<file path="src/rtl/mbsc_pkg.sv">
`default_nettype none
// ----------------------------------------------------------------------------
// mbsc_pkg
// Shared types, register indices and helpers for the MSB-first bit stream
// concatenation block.
// ----------------------------------------------------------------------------
package mbsc_pkg;

    localparam int CFG_INDEX_WIDTH  = 2;
    localparam int FIFO_DEPTH       = 4;
    localparam int FIFO_PTR_WIDTH   = 2;
    localparam int FIFO_LEVEL_WIDTH = 3;

    localparam logic [CFG_INDEX_WIDTH-1:0] REG_FIRST_LENGTH  = 2'd0;
    localparam logic [CFG_INDEX_WIDTH-1:0] REG_SECOND_LENGTH = 2'd1;

    typedef struct packed {
        logic [7:0] out_byte;
        logic       is_last;
    } result_t;

    typedef struct packed {
        logic [1:0] count;
        result_t    first;
        result_t    second;
    } push_t;

    typedef struct packed {
        logic [FIFO_LEVEL_WIDTH-1:0] level;
        logic                        room;
    } fifo_status_t;

    function automatic logic [7:0] top_bits_mask(input logic [3:0] n);
        return ~(8'hFF >> n);
    endfunction

endpackage
`default_nettype wire

</file>
<file path="src/rtl/mbsc_core.sv">
`default_nettype none
// ----------------------------------------------------------------------------
// mbsc_core
// Per-byte merge stage: masks the incoming byte to its valid bits, merges it
// with the held partial byte and produces up to two result bytes.
// ----------------------------------------------------------------------------
module mbsc_core import mbsc_pkg::*; #(
    parameter int LENGTH_WIDTH = 24
) (
    input  wire logic                    aclk,
    input  wire logic                    aresetn,
    input  wire logic                    step,
    input  wire logic [7:0]              data_byte,
    input  wire logic [LENGTH_WIDTH-1:0] first_len,
    input  wire logic [LENGTH_WIDTH-1:0] second_len,
    input  wire logic [LENGTH_WIDTH-3:0] first_bytes,
    input  wire logic [LENGTH_WIDTH-3:0] second_bytes,
    output push_t                        push
);

    localparam int CW = LENGTH_WIDTH - 2;
    localparam int NW = LENGTH_WIDTH - 1;

    logic [7:0]    pend_byte_reg, pend_byte_next;
    logic [2:0]    pend_cnt_reg, pend_cnt_next;
    logic [CW-1:0] taken_reg, taken_next;

    logic [NW-1:0] total_bytes;
    logic [NW-1:0] idx_inc;
    logic          empty_job;
    logic          last;
    logic [3:0]    nbits;
    logic [7:0]    valid_bits;
    logic [7:0]    merged;
    logic [7:0]    spill;
    logic [3:0]    sum;
    logic          emit;
    logic          emit_last;
    logic [7:0]    new_byte;
    logic [2:0]    new_cnt;
    logic          tail;

    always_comb begin
        total_bytes = {1'b0, first_bytes} + {1'b0, second_bytes};
        idx_inc     = {1'b0, taken_reg} + NW'(1);
        empty_job   = (first_len == '0) && (second_len == '0);
        last        = idx_inc >= total_bytes;

        if (taken_reg < first_bytes) begin
            nbits = (idx_inc == {1'b0, first_bytes} && first_len[2:0] != 3'd0)
                    ? {1'b0, first_len[2:0]} : 4'd8;
        end else if (second_bytes == '0) begin
            nbits = 4'd0;
        end else begin
            nbits = (last && second_len[2:0] != 3'd0)
                    ? {1'b0, second_len[2:0]} : 4'd8;
        end

        valid_bits = data_byte & top_bits_mask(nbits);
        merged     = pend_byte_reg | (valid_bits >> pend_cnt_reg);
        spill      = 8'({valid_bits, 8'h00} >> pend_cnt_reg);
        sum        = {1'b0, pend_cnt_reg} + nbits;

        if (sum >= 4'd8) begin
            emit      = 1'b1;
            emit_last = last && (sum == 4'd8);
            new_byte  = spill;
            new_cnt   = 3'(sum - 4'd8);
        end else begin
            emit      = 1'b0;
            emit_last = 1'b0;
            new_byte  = merged;
            new_cnt   = sum[2:0];
        end

        tail = last && (new_cnt != 3'd0);

        push.second.out_byte = new_byte;
        push.second.is_last  = 1'b1;
        if (emit) begin
            push.first.out_byte = merged;
            push.first.is_last  = emit_last;
        end else begin
            push.first.out_byte = new_byte;
            push.first.is_last  = 1'b1;
        end

        if (!step || empty_job) begin
            push.count = 2'd0;
        end else begin
            push.count = {1'b0, emit} + {1'b0, tail};
        end

        pend_byte_next = pend_byte_reg;
        pend_cnt_next  = pend_cnt_reg;
        taken_next     = taken_reg;
        if (step) begin
            if (empty_job || last) begin
                pend_byte_next = '0;
                pend_cnt_next  = '0;
                taken_next     = '0;
            end else begin
                pend_byte_next = new_byte;
                pend_cnt_next  = new_cnt;
                taken_next     = idx_inc[CW-1:0];
            end
        end
    end

    always_ff @(posedge aclk) begin
        if (!aresetn) begin
            pend_byte_reg <= '0;
            pend_cnt_reg  <= '0;
            taken_reg     <= '0;
        end else begin
            pend_byte_reg <= pend_byte_next;
            pend_cnt_reg  <= pend_cnt_next;
            taken_reg     <= taken_next;
        end
    end

endmodule
`default_nettype wire

</file>
<file path="src/rtl/mbsc_out_fifo.sv">
`default_nettype none
// ----------------------------------------------------------------------------
// mbsc_out_fifo
// Small result queue that takes up to two result bytes per cycle and hands
// out one per transfer.
// ----------------------------------------------------------------------------
module mbsc_out_fifo import mbsc_pkg::*; (
    input  wire logic  aclk,
    input  wire logic  aresetn,
    input  wire push_t push,
    input  wire logic  pop,
    output result_t    head,
    output fifo_status_t status
);

    result_t                     mem_reg [FIFO_DEPTH];
    logic [FIFO_PTR_WIDTH-1:0]   wr_ptr_reg, wr_ptr_next;
    logic [FIFO_PTR_WIDTH-1:0]   rd_ptr_reg, rd_ptr_next;
    logic [FIFO_LEVEL_WIDTH-1:0] level_reg, level_next;
    logic [FIFO_PTR_WIDTH-1:0]   wr_ptr_inc;

    always_comb begin
        wr_ptr_inc  = wr_ptr_reg + FIFO_PTR_WIDTH'(1);
        wr_ptr_next = wr_ptr_reg + FIFO_PTR_WIDTH'(push.count);
        rd_ptr_next = pop ? rd_ptr_reg + FIFO_PTR_WIDTH'(1) : rd_ptr_reg;
        level_next  = level_reg + FIFO_LEVEL_WIDTH'(push.count)
                      - FIFO_LEVEL_WIDTH'(pop);
        head          = mem_reg[rd_ptr_reg];
        status.level  = level_reg;
        status.room   = level_reg <= FIFO_LEVEL_WIDTH'(FIFO_DEPTH - 2);
    end

    always_ff @(posedge aclk) begin
        if (push.count != 2'd0) begin
            mem_reg[wr_ptr_reg] <= push.first;
        end
        if (push.count == 2'd2) begin
            mem_reg[wr_ptr_inc] <= push.second;
        end
    end

    always_ff @(posedge aclk) begin
        if (!aresetn) begin
            wr_ptr_reg <= '0;
            rd_ptr_reg <= '0;
            level_reg  <= '0;
        end else begin
            wr_ptr_reg <= wr_ptr_next;
            rd_ptr_reg <= rd_ptr_next;
            level_reg  <= level_next;
        end
    end

endmodule
`default_nettype wire

</file>
<file path="src/rtl/msb_first_bit_stream_concat.sv">
`default_nettype none
// ----------------------------------------------------------------------------
// msb_first_bit_stream_concat
// Joins two MSB-first packed bit strings into one packed byte stream.
// ----------------------------------------------------------------------------
// The block takes one source byte per cycle: first the bytes of the first
// string, then those of the second, as sized by the two length registers.
// Each byte passes through an input register and a single merge stage into a
// four-entry result queue, which registers each result before it is presented.
// The final byte of a job can yield two results; the queue absorbs them while
// input keeps flowing at one byte per cycle, as long as results are taken when
// presented. Input stalls only while more than two results wait in the queue.
// The last result of a job carries is_last, and the job
// counters then restart.
// Length registers are written through the configuration port, index 0 for
// the first length and 1 for the second; other indices are ignored.
// ----------------------------------------------------------------------------
module msb_first_bit_stream_concat import mbsc_pkg::*; #(
    parameter int LENGTH_WIDTH = 24
) (
    input  wire logic                       aclk,
    input  wire logic                       aresetn,
    input  wire logic                       cfg_valid,
    output wire logic                       cfg_ready,
    input  wire logic [CFG_INDEX_WIDTH-1:0] cfg_index,
    input  wire logic [LENGTH_WIDTH-1:0]    cfg_wdata,
    input  wire logic                       s_valid,
    output wire logic                       s_ready,
    input  wire logic [7:0]                 s_data_byte,
    output wire logic                       m_valid,
    input  wire logic                       m_ready,
    output wire logic [7:0]                 m_out_byte,
    output wire logic                       m_is_last
);

    logic [LENGTH_WIDTH-1:0] first_len_reg, second_len_reg;
    logic [LENGTH_WIDTH-3:0] first_bytes_reg, second_bytes_reg;
    logic [LENGTH_WIDTH:0]   cfg_round;
    logic                    in_valid_reg;
    logic [7:0]              in_data_reg;
    logic                    step;
    push_t                   push;
    result_t                 head;
    fifo_status_t            fifo_status;

    assign cfg_ready  = 1'b1;
    assign cfg_round  = {1'b0, cfg_wdata} + (LENGTH_WIDTH + 1)'(7);
    assign step       = in_valid_reg && fifo_status.room;
    assign s_ready    = !in_valid_reg || step;
    assign m_valid    = fifo_status.level != '0;
    assign m_out_byte = head.out_byte;
    assign m_is_last  = head.is_last;

    always_ff @(posedge aclk) begin
        if (!aresetn) begin
            first_len_reg    <= '0;
            second_len_reg   <= '0;
            first_bytes_reg  <= '0;
            second_bytes_reg <= '0;
        end else if (cfg_valid && cfg_ready) begin
            unique case (cfg_index)
                REG_FIRST_LENGTH: begin
                    first_len_reg   <= cfg_wdata;
                    first_bytes_reg <= cfg_round[LENGTH_WIDTH:3];
                end
                REG_SECOND_LENGTH: begin
                    second_len_reg   <= cfg_wdata;
                    second_bytes_reg <= cfg_round[LENGTH_WIDTH:3];
                end
                default: begin
                end
            endcase
        end
    end

    always_ff @(posedge aclk) begin
        if (!aresetn) begin
            in_valid_reg <= 1'b0;
        end else if (s_ready) begin
            in_valid_reg <= s_valid;
        end
    end

    always_ff @(posedge aclk) begin
        if (s_valid && s_ready) begin
            in_data_reg <= s_data_byte;
        end
    end

    mbsc_core #(
        .LENGTH_WIDTH (LENGTH_WIDTH)
    ) u_core (
        .aclk         (aclk),
        .aresetn      (aresetn),
        .step         (step),
        .data_byte    (in_data_reg),
        .first_len    (first_len_reg),
        .second_len   (second_len_reg),
        .first_bytes  (first_bytes_reg),
        .second_bytes (second_bytes_reg),
        .push         (push)
    );

    mbsc_out_fifo u_out_fifo (
        .aclk    (aclk),
        .aresetn (aresetn),
        .push    (push),
        .pop     (m_valid && m_ready),
        .head    (head),
        .status  (fifo_status)
    );

    assert property (@(posedge aclk) disable iff (!aresetn)
        fifo_status.level <= FIFO_LEVEL_WIDTH'(FIFO_DEPTH))
        else $error("Result queue has overflowed.");

    assert property (@(posedge aclk) disable iff (!aresetn)
        (s_valid && s_ready) |=> in_valid_reg)
        else $error("An accepted transfer did not reach the input register.");

    assert property (@(posedge aclk) disable iff (!aresetn)
        (in_valid_reg && !fifo_status.room) |=> (in_valid_reg && $stable(in_data_reg)))
        else $error("A held input byte was lost while the queue was full.");

    assert property (@(posedge aclk) disable iff (!aresetn)
        !fifo_status.room |-> (push.count == 2'd0))
        else $error("Results were produced without room in the queue.");

endmodule
`default_nettype wire
</file>
<file path="config.mk">
export PLATFORM = sky130hd
export DESIGN_NAME = msb_first_bit_stream_concat
export DESIGN_NICKNAME = d
export VERILOG_FILES = /design/src/rtl/mbsc_pkg.sv /design/src/rtl/mbsc_core.sv /design/src/rtl/mbsc_out_fifo.sv /design/src/rtl/msb_first_bit_stream_concat.sv
export SDC_FILE = /design/constraint.sdc
export NUM_CORES = 1
export LEC_CHECK = 0
export BUFFER_PORTS_ARGS = -buffer_cell sky130_fd_sc_hd__buf_2
export CORE_MARGIN = 3
export CORE_UTILIZATION = 35
export CTS_CLUSTER_DIAMETER = 150
export DETAILED_ROUTE_END_ITERATION = 10
export GPL_TIMING_DRIVEN = 1
export MAX_ROUTING_LAYER = met4
export PLACE_DENSITY_LB_ADDON = 0.05
export SKIP_LAST_GASP = 1
export SYNTH_ARGS = -nofsm -noshare
export SYNTH_HDL_FRONTEND = slang
export SYNTH_SLANG_ARGS = --single-unit
</file>
<file path="constraint.sdc">
create_clock -name aclk -period 10.3 [get_ports aclk]
set_input_delay 2.06 -clock aclk [delete_from_list [all_inputs] [get_ports aclk]]
set_output_delay 2.06 -clock aclk [all_outputs]
set_load 0.1 [all_outputs]
</file>
==> results.md, run 1 <==
- RSZ-0062 raised after global routing: no
- Initial core utilization: 0.362
- CTS root buf: clkbuf_16
- Area grow syn2layout: 10.4%
- F_max: 125 MHz
- Most common cell in the netlist: nand2_1
- Largest register FFs: 36
- CTS max path bufs: 2
- Crit path DAT: slightly above 8000 ps
- DRT iter0 DRCs: slightly above 700
- Area of the multi-input gates: 6430 µm²
- Post-DP HPWL: between 20000 and 25000 µm
- Layout Utilization: 0.399
- Hold slack final: 450 ps
- Synth area leader: dfxtp_1
- Pwr dens: 160 nW/µm²
- Largest net degree at the start of global routing: between 60 and 70
- Routed WL: around 31000 µm
- Mapped Avg Cell Area: 8.64 µm²
- Wire per inst: between 15 and 20 µm
- Post-synth EDFFs: 40
- 1st-pass router iterations: 5
- Ys flop type: dfxtp_1
- Max-Cap Viols: 0
- Synth Instances: 1260
- Max Clock Skew: 11.8 ps
- Clock Latency Late Sink: 450 ps
- Yosys top cell area share: 0.256
- CTS sink count: approximately 180
- Sw frac: 0.356
- Post-synthesis cell type count: 84
- Yosys Warn Count: 0
- Die X: 182 µm
- CTS tree: done
- Hold_sp: second_len_reg[20]
- Cts bufs inserted: 17
- Synth async-reset ratio: 0
- Crit path launch type: flop
- Sequential cell area: roughly 4000 µm²
- Sum of negative setup slack: 0 ps
- Worst path most repeated cell: a21oi_1
- Slowest CP cell: inv_1
- #FFs+latches synth: approximately 180
- Tot GR Track Use: 0.198
- Initial antenna violation count: 0
- FP Rows: between 60 and 70
- I/O Pins: ~50
- Final GP Congestion: 0.833
- Die area: approximately 33000 µm²
- Wire length on met3: approximately 1400 µm
- Internal power: between 1 and 1.5 mW
- CTS H-tree depth: 4
- Port bufs: 49
- Post-CTS resize count: 0
- Logic gate share of total power: 0.240
- Final #Nets: between 1000 and 1500
- Slew margin rel.: 0.380
- Mapped Area: between 10000 and 15000 µm²
- Status: finished clean
- Worst vdd rail ir drop: 137 µV
- Kind of critical path: reg2reg
- Post-route cell area: 12000 µm²
- Highest Signal Layer: met4
- Via count: ~9000
- Final Max Tran Viols: 0
- Psw: a little under 0.7 mW
- Min Tclk post-route: ~8000 ps
- Top cells by count, synth: nand2_1 (164), dfxtp_1 (139), a21oi_1 (104), nor2_1 (104), ha_1 (76)
- DRC violations left: 0
- Post-synthesis sequential area ratio: 0.366
- Vias in the first global route: ~9000
- Die height: roughly 180 µm
- Ant. Diodes: 0
- Post-route ant nets: 0
- Worst-margin pin slew: approximately 920 ps
- Clock Power Share: 0.346
- Hold WC Path Type: reg2reg
- Grt total ovfl: 0
- Met1 Wirelength: 16500 µm
- Sequential share of power: 0.415
- Crit path capture type: flop
- Worst-path clk slew: 80 ps
- Filler cells: 3073
- CP peak stage delay: approximately 420 ps
- Critical Path RT: roughly 10000 ps
- Worst setup path start: first_bytes_reg[0]
- Final period util: 0.779
- Layout cells sized above 1: 0.0951
- Design Power: about 1.9 mW
- Final setup vio count: 0
- CP Max Fanout: 15
- Wire length on met2: between 10000 and 15000 µm
- Area contributors post-synth: dfxtp_1 (26%), edfxtp_1 (11%), ha_1 (8.7%)
- Worst R2R Start: first_bytes_reg[0]
- Vias per cell: around 5.5
- Leak: 4.71 nW
- Post-DP Area: approximately 11000 µm²
- CTS hold repair buffers: 0
- Hold violation count in the final report: 0
- First-pass GRT wire length: 50600 µm
- CORE AREA: ~30000 µm²
- Syn nets: around 1400
- Setup bufs post-CTS: 0
placed cells by master, fill, tap and decap left out, types with 40 or more instances in the layout:
| master | count |
|---|---|
| nor2_1 | 104 |
| buf_2 | 49 |
| inv_1 | 53 |
| a211oi_1 | 45 |
| edfxtp_1 | 40 |
| ha_1 | 76 |
| nand2_1 | 164 |
| a21oi_1 | 104 |
| xnor2_1 | 50 |
| dfxtp_1 | 139 |
layer usage:
layer	track usage	vias up
met4	0.0378	0
li1	-	4624
met5	-	-
met3	0.0287	18
met2	0.279	232
met1	0.300	4258
final cells by class:
class	count	share of cell area
clock buffer	19	0.0386
timing repair buffer	55	0.0241
tap	390	0.0406
clock inverter	13	0.0113
multi-input combinational	958	0.535
sequential	179	0.331
inverter	59	0.0186
worst paths after layout:
kind	end	slack, ps	cells after the start
hold reg to reg	second_len_reg[20]	450	2
setup reg to reg	u_out_fifo.mem_reg[0][8]	2270	36
hold / removal	second_len_reg[20]	450	2
setup / recovery	u_out_fifo.mem_reg[0][8]	2270	36
power groups by stage:
stage | registers, mW | clock network [mW] | logic (mW)
3_5_place_dp | 0.815 | 0 | 0.465
3_3_place_gp | 0.815 | 0 | 0.467
2_1_floorplan | 0.792 | 0 | 0.370
6_report | 0.798 | 0.665 | 0.462
5_1_grt | 0.805 | 0.713 | 0.505
4_1_cts | 0.799 | 0.686 | 0.466
critical path: cells and delay by family, from the launching register on:
family	cells	cell delay (ps)
compound gates	16	3060
xor+xnor	2	250
fa+ha+maj	5	1290
buf+inv	5	1030
flops	1	330
simple gates	8	1730
through the flow:
step / instances / worst slack [ps]
6_report: 1673 / 2270
5_1_grt: 1673 / 1340
4_1_cts: 1673 / 2310
3_5_place_dp: 1641 / 2320
3_3_place_gp: 1641 / 2510
2_1_floorplan: 1260 / 3530
kinds of logic (layout without fill, tap and decap cells):
family          Yosys count  in the layout  share of synthesized area
other cells               1              1                   0.000344
compound gates          337            337                      0.207
simple gates            446            446                      0.198
xor+xnor                 82             82                     0.0685
flops                   179            179                      0.366
buf+inv                 123            146                     0.0437
fa+ha+maj                79             79                     0.0929
mux                      13             13                     0.0236
(Power assumes the default switching activity.)
==> run 2: changes to the inputs <==
- clock period: 10.3 -> 7.24 ns (I/O delays scaled with it)
==> results.md, run 2 (synthesis results as in run 1) <==
- Worst setup path start: first_bytes_reg[1]
- Filler cells: 3146 (+2.4%)
- Pwr dens: 222 nW/µm² (+38%)
- First-pass GRT wire length: 50000 µm (-1.2%)
- Min Tclk post-route: 6660 ps (-1360 ps)
- 1st-pass router iterations: 5 (unchanged)
- Leak: 4.82 nW (+2.3%)
- Status: finished clean
- Clock Power Share: 0.331 (-0.015)
- Most frequent cells in the layout: nand2_1 (160), dfxtp_1 (139), nor2_1 (102)
- Psw: 0.976 mW (+42%)
- CTS root buf: clkbuf_16
- Vias in the first global route: 8691 (-1.0%)
- Final setup vio count: 0 (unchanged)
- DRT iter0 DRCs: 734 (+3.5%)
- Initial core utilization: 0.362 (unchanged)
- Hold WC Path Type: reg2reg
- Die area: 33300 µm² (unchanged)
- Wire per inst: 18.5 µm (-1.2%)
- Crit path capture type: flop
- Post-DP Area: 11600 µm² (+1.3%)
- Max Clock Skew: 20.3 ps (+8.55 ps)
- Post-route cell area: 12300 µm² (+1.9%)
- Die X: 182 µm (unchanged)
- Vias per cell: 5.45 (-0.17%)
- CP Max Fanout: 5 (-10)
- Worst vdd rail ir drop: 265 µV (+94%)
- Kind of critical path: reg2reg
- Slew margin rel.: 0.305 (-0.0749)
- Routed WL: 31400 µm (+0.12%)
- Final GP Congestion: 0.854 (+2.6%)
- Worst reg2reg setup slack: 580 ps (-1700 ps)
- Sw frac: 0.359 (+0.00337)
- Reg2reg end: u_out_fifo.mem_reg[3][5]
- Clock Latency Late Sink: 450 ps (about the same)
- Layout cells sized above 1: 0.126 (+0.0313)
- Final period util: 0.921 (+0.141)
- Largest register FFs: 36 (unchanged)
- Port bufs: 49 (unchanged)
- CTS H-tree depth: 4 (unchanged)
- Worst-path clk slew: 70 ps (about the same)
- Post-route ant nets: 0 (unchanged)
- CP peak stage delay: 410 ps (about the same)
- CORE AREA: 30100 µm² (unchanged)
- Final Max Tran Viols: 0 (unchanged)
- FP Rows: 63 (unchanged)
- Largest net degree at the start of global routing: 93 (+39%)
- Cts bufs inserted: 17 (unchanged)
- Ant. Diodes: 0 (unchanged)
- Logic gate share of total power: 0.250 (+0.010)
- Crit path DAT: 6840 ps (-1300 ps)
- FF-to-FF path depth: 33 (-8.3%)
- F_max: 150 MHz (+20%)
- Setup crit end: u_out_fifo.mem_reg[3][5]
- CTS max path bufs: 2 (unchanged)
- Initial antenna violation count: 0 (unchanged)
- Tot GR Track Use: 0.196 (-0.00207)
- Post-DP HPWL: 23500 µm (-0.16%)
- Sequential share of power: 0.418 (+0.003)
- Area grow syn2layout: 12.6%
- DRC violations left: 0 (unchanged)
- Commonest non-fill, non-tap cell in the layout: nand2_1
- Crit path launch type: flop
- Die height: 182 µm (unchanged)
- CTS sink count: 179 (unchanged)
- Internal power: 1.74 mW (+40%)
- Max-Cap Viols: 0 (unchanged)
- Final #Nets: 1411 (+1.7%)
- Critical Path RT: 7410 ps (-3000 ps)
- CTS hold repair buffers: 0 (unchanged)
- Sum of negative setup slack: 0 ps (unchanged)
- Slowest CP cell: a2111o_1
- I/O Pins: 51 (unchanged)
- Worst-margin pin slew: 1040 ps (+120 ps)
- Via count: 9242 (+1.2%)
- Worst R2R Start: first_bytes_reg[1]
- Hold violation count in the final report: 0 (unchanged)
- Grt total ovfl: 0 (unchanged)
- CTS tree: done
run 2: power by group through the flow:
stage          sequential (mW)  clock (mW)  combinational, mW
2_1_floorplan             1.13           0              0.526
3_3_place_gp              1.16           0              0.672
3_5_place_dp              1.16           0              0.670
4_1_cts                   1.14       0.929              0.672
5_1_grt                   1.14       0.968              0.737
6_report                  1.14       0.900              0.680
run 2: worst max-delay path: cells and delay by family, from the launching register on:
family	cells	cell delay (ps)
AO/OA/AOI/OAI	17	3060
flip-flops	1	350
adder cells (fa/ha/maj)	5	1390
buffers and inverters	1	110
AND/OR/NAND/NOR	8	1180
XOR/XNOR	2	340
run 2: how the worst min path moves through the flow:
stage	slack (ps)	end	cells after the start	from
after global placement	440	first_len_reg[16]	2	first_len_reg[16]
after detailed placement	440	second_len_reg[20]	2	second_len_reg[20]
after global routing	470	second_len_reg[20]	2	second_len_reg[20]
after floorplan	430	second_len_reg[20]	2	second_len_reg[20]
final	450	second_len_reg[20]	2	second_len_reg[20]
after CTS	450	second_len_reg[20]	2	second_len_reg[20]
run 2: metrics by stage:
step | hold slack (ps) | instances | worst slack (ps) | utilization | power, mW
after detailed placement | 442 | 1661 | 47.6 | 0.384 | 1.83
after floorplan | 431 | 1260 | 471 | - | 1.65
final | 451 | 1696 | 575 | 0.407 | 2.72
after global routing | 472 | 1696 | -24.5 | 0.407 | 2.85
after CTS | 452 | 1693 | 12.0 | 0.403 | 2.74
after global placement | 441 | 1661 | 156 | 0.384 | 1.83
run 2: cell type report:
class | instances | area, µm² | share of cell area
flip-flops and latches | 179 | 3980 | 0.325
clock buffers | 19 | 433 | 0.0353
inverters | 59 | 224 | 0.0183
clock inverters | 13 | 120 | 0.00980
well taps | 390 | 488 | 0.0398
multi-input cells | 958 | 6540 | 0.534
repair buffers | 78 | 463 | 0.0378
run 2: timing repair:
item | in CTS | in global routing
gates resized for setup | 0 | 30
hold endpoints to repair | 0 | 0
endpoints found under the setup margin | 0 | 78
buffers inserted | 0 | 3
run 2: routing by layer:
metal  GRT usage  part of all wire  vias up  routed length (µm)
li1            -                 -     4669                   -
met1       0.296              0.53     4343               16500
met2       0.271              0.41      209               12900
met3      0.0257             0.045       21                1410
met4      0.0539             0.015        0                 479
met5           -                 0        -                   0
==> run 3: changes to the inputs <==
- clock period: 7.24 -> 6.7 ns (I/O delays scaled with it)
==> results.md, run 3 (synthesis results as in run 1) <==
- Dpl ws: -279 ps (-326 ps)
- CORE AREA: 30100 µm² (unchanged)
- Kind of critical path: reg2reg
- Crit path capture type: flop
- Layout cells sized above 1: 0.172 (+0.0459)
- Slew margin rel.: 0.381 (+0.0757)
- CTS sink count: 179 (unchanged)
- Post-route ant nets: 0 (unchanged)
- Crit path DAT: 6840 ps (about the same)
- Final period util: 0.961 (+0.0408)
- Placed cells: 1691 (+1.8%)
- Final WS setup: 259 ps (-316 ps)
- Grt total ovfl: 0 (unchanged)
- Max Clock Skew: 12.3 ps (-8.06 ps)
- I/O Pins: 51 (unchanged)
- Largest register FFs: 36 (unchanged)
- Finished Layout Cells: 1731 (+2.1%)
- Final Max Tran Viols: 0 (unchanged)
- Hold WC Path Type: reg2reg
- Slowest CP cell: fa_2
- Post-DP HPWL: 23800 µm (+0.93%)
- DRT iter0 DRCs: 583 (-21%)
- Most frequent cells in the layout: nand2_1 (157), dfxtp_1 (138), nor2_1 (100)
- CTS tree: done
- Pwr dens: 236 nW/µm² (+6.5%)
- Cts bufs inserted: 17 (unchanged)
- Port bufs: 49 (unchanged)
- Max-Cap Viols: 0 (unchanged)
- Vias in the first global route: 8906 (+2.5%)
- 1st-pass router iterations: 5 (unchanged)
- Design Power: 3.01 mW (+11%)
- DRC violations left: 0 (unchanged)
- Vias per cell: 5.43 (-0.41%)
- Critical Path RT: 7100 ps (-310 ps)
- CTS max path bufs: 2 (unchanged)
- Worst-path clk slew: 70 ps (about the same)
- CTS H-tree depth: 4 (unchanged)
- Final GP Congestion: 0.872 (+2.1%)
- CP peak stage delay: 510 ps (+100 ps)
- Initial antenna violation count: 0 (unchanged)
- Die height: 182 µm (unchanged)
- Crit path launch type: flop
- Die X: 182 µm (unchanged)
- Leak: 5.05 nW (+4.9%)
- Largest net degree at the start of global routing: 86 (-7.5%)
- First-pass GRT wire length: 50600 µm (+1.2%)
- F_max: 155 MHz (+3.5%)
- Worst vdd rail ir drop: 178 µV (-33%)
- Final #Nets: 1446 (+2.5%)
- Initial core utilization: 0.362 (unchanged)
- Sum of negative setup slack: 0 ps (unchanged)
- Wire per inst: 18.3 µm (-1.0%)
- Worst path most repeated cell: a21oi_2
- Routed WL: 31700 µm (+1.0%)
- Filler cells: 3052 (-3.0%)
- Final setup vio count: 0 (unchanged)
- FP Rows: 63 (unchanged)
- CP Max Fanout: 3 (-2)
- Layout Utilization: 0.424 (+0.0168)
- Commonest non-fill, non-tap cell in the layout: nand2_1
- Via count: 9394 (+1.6%)
- CTS root buf: clkbuf_16
- Tot GR Track Use: 0.198 (+0.00205)
- Worst-margin pin slew: 929 ps (-114 ps)
- Die area: 33300 µm² (unchanged)
- Ant. Diodes: 0 (unchanged)
- Status: finished clean
- Hold violation count in the final report: 0 (unchanged)
- Clock Latency Late Sink: 450 ps (about the same)
- Area grow syn2layout: 17.2%
- Min Tclk post-route: 6440 ps (-224 ps)
-- run 3: cell count changes in the layout (fill, tap and decap cells not counted), moves of 3 or more --
cell      before  now
fa_1           3    0
and2_1        16   13
clkbuf_8       0    3
inv_1         53   50
ha_1          76   73
inv_2          2    5
buf_4         29   61
clkinv_2       0    3
a21oi_2        4    7
nand2_1      160  157
and2_4         0    3
fa_2           0    3
ha_4           0    3
-- run 3: path summary, 6_finish.rpt --
path / startpoint / to / slack (ps) / depth (start not counted)
max: second_bytes_reg[0] / u_out_fifo.level_reg[1] / 260 / 35
min reg2reg: second_len_reg[20] / second_len_reg[20] / 450 / 2
max reg2reg: second_bytes_reg[0] / u_out_fifo.level_reg[1] / 260 / 35
min: second_len_reg[20] / second_len_reg[20] / 450 / 2
-- run 3: routing by layer --
| layer | up-vias | GRT usage | share of wire |
|---|---|---|---|
| met2 | 194 | 0.272 | 0.41 |
| li1 | 4743 | - | - |
| met5 | - | - | 0 |
| met1 | 4436 | 0.302 | 0.54 |
| met4 | 0 | 0.0481 | 0.012 |
| met3 | 21 | 0.0285 | 0.037 |
-- run 3: repair_timing --
item | 4_1_cts | 5_1_grt
setup buffers | 0 | 8
gates resized for setup | 9 | 63
hold buffers | 0 | 0
pin swaps | 0 | 28
setup endpoints to repair | 70 | 78
-- run 3: cell type report --
type                       instances  area (µm²)  share of cell area
multi-input combinational        958        6730               0.527
timing repair buffer             113         754              0.0591
clock buffer                      20         467              0.0366
tap                              390         488              0.0382
clock inverter                    12         118             0.00922
inverter                          59         225              0.0176
sequential                       179        3990               0.312
-- run 3: metrics by stage --
step	hold WS, ps	area, µm²
global route	473	12800
finish	451	12800
global placement	438	11800
CTS	454	12400
detailed placement	444	11800
floorplan	431	10900
-- run 3: power breakdown --
group          total, mW  switching, mW  internal, mW
Clock               1.01          0.466         0.548
Sequential          1.22         0.0593          1.17
Combinational      0.773          0.522         0.250
Total               3.01           1.05          1.96
-- run 3: critical path, delay by kind of cell, from the launching register on --
kind	cells	cell delay [ps]
compound gates	14	2360
simple gates	8	1060
xor+xnor	2	310
fa+ha+maj	7	1970
flops	1	350
buf+inv	4	350
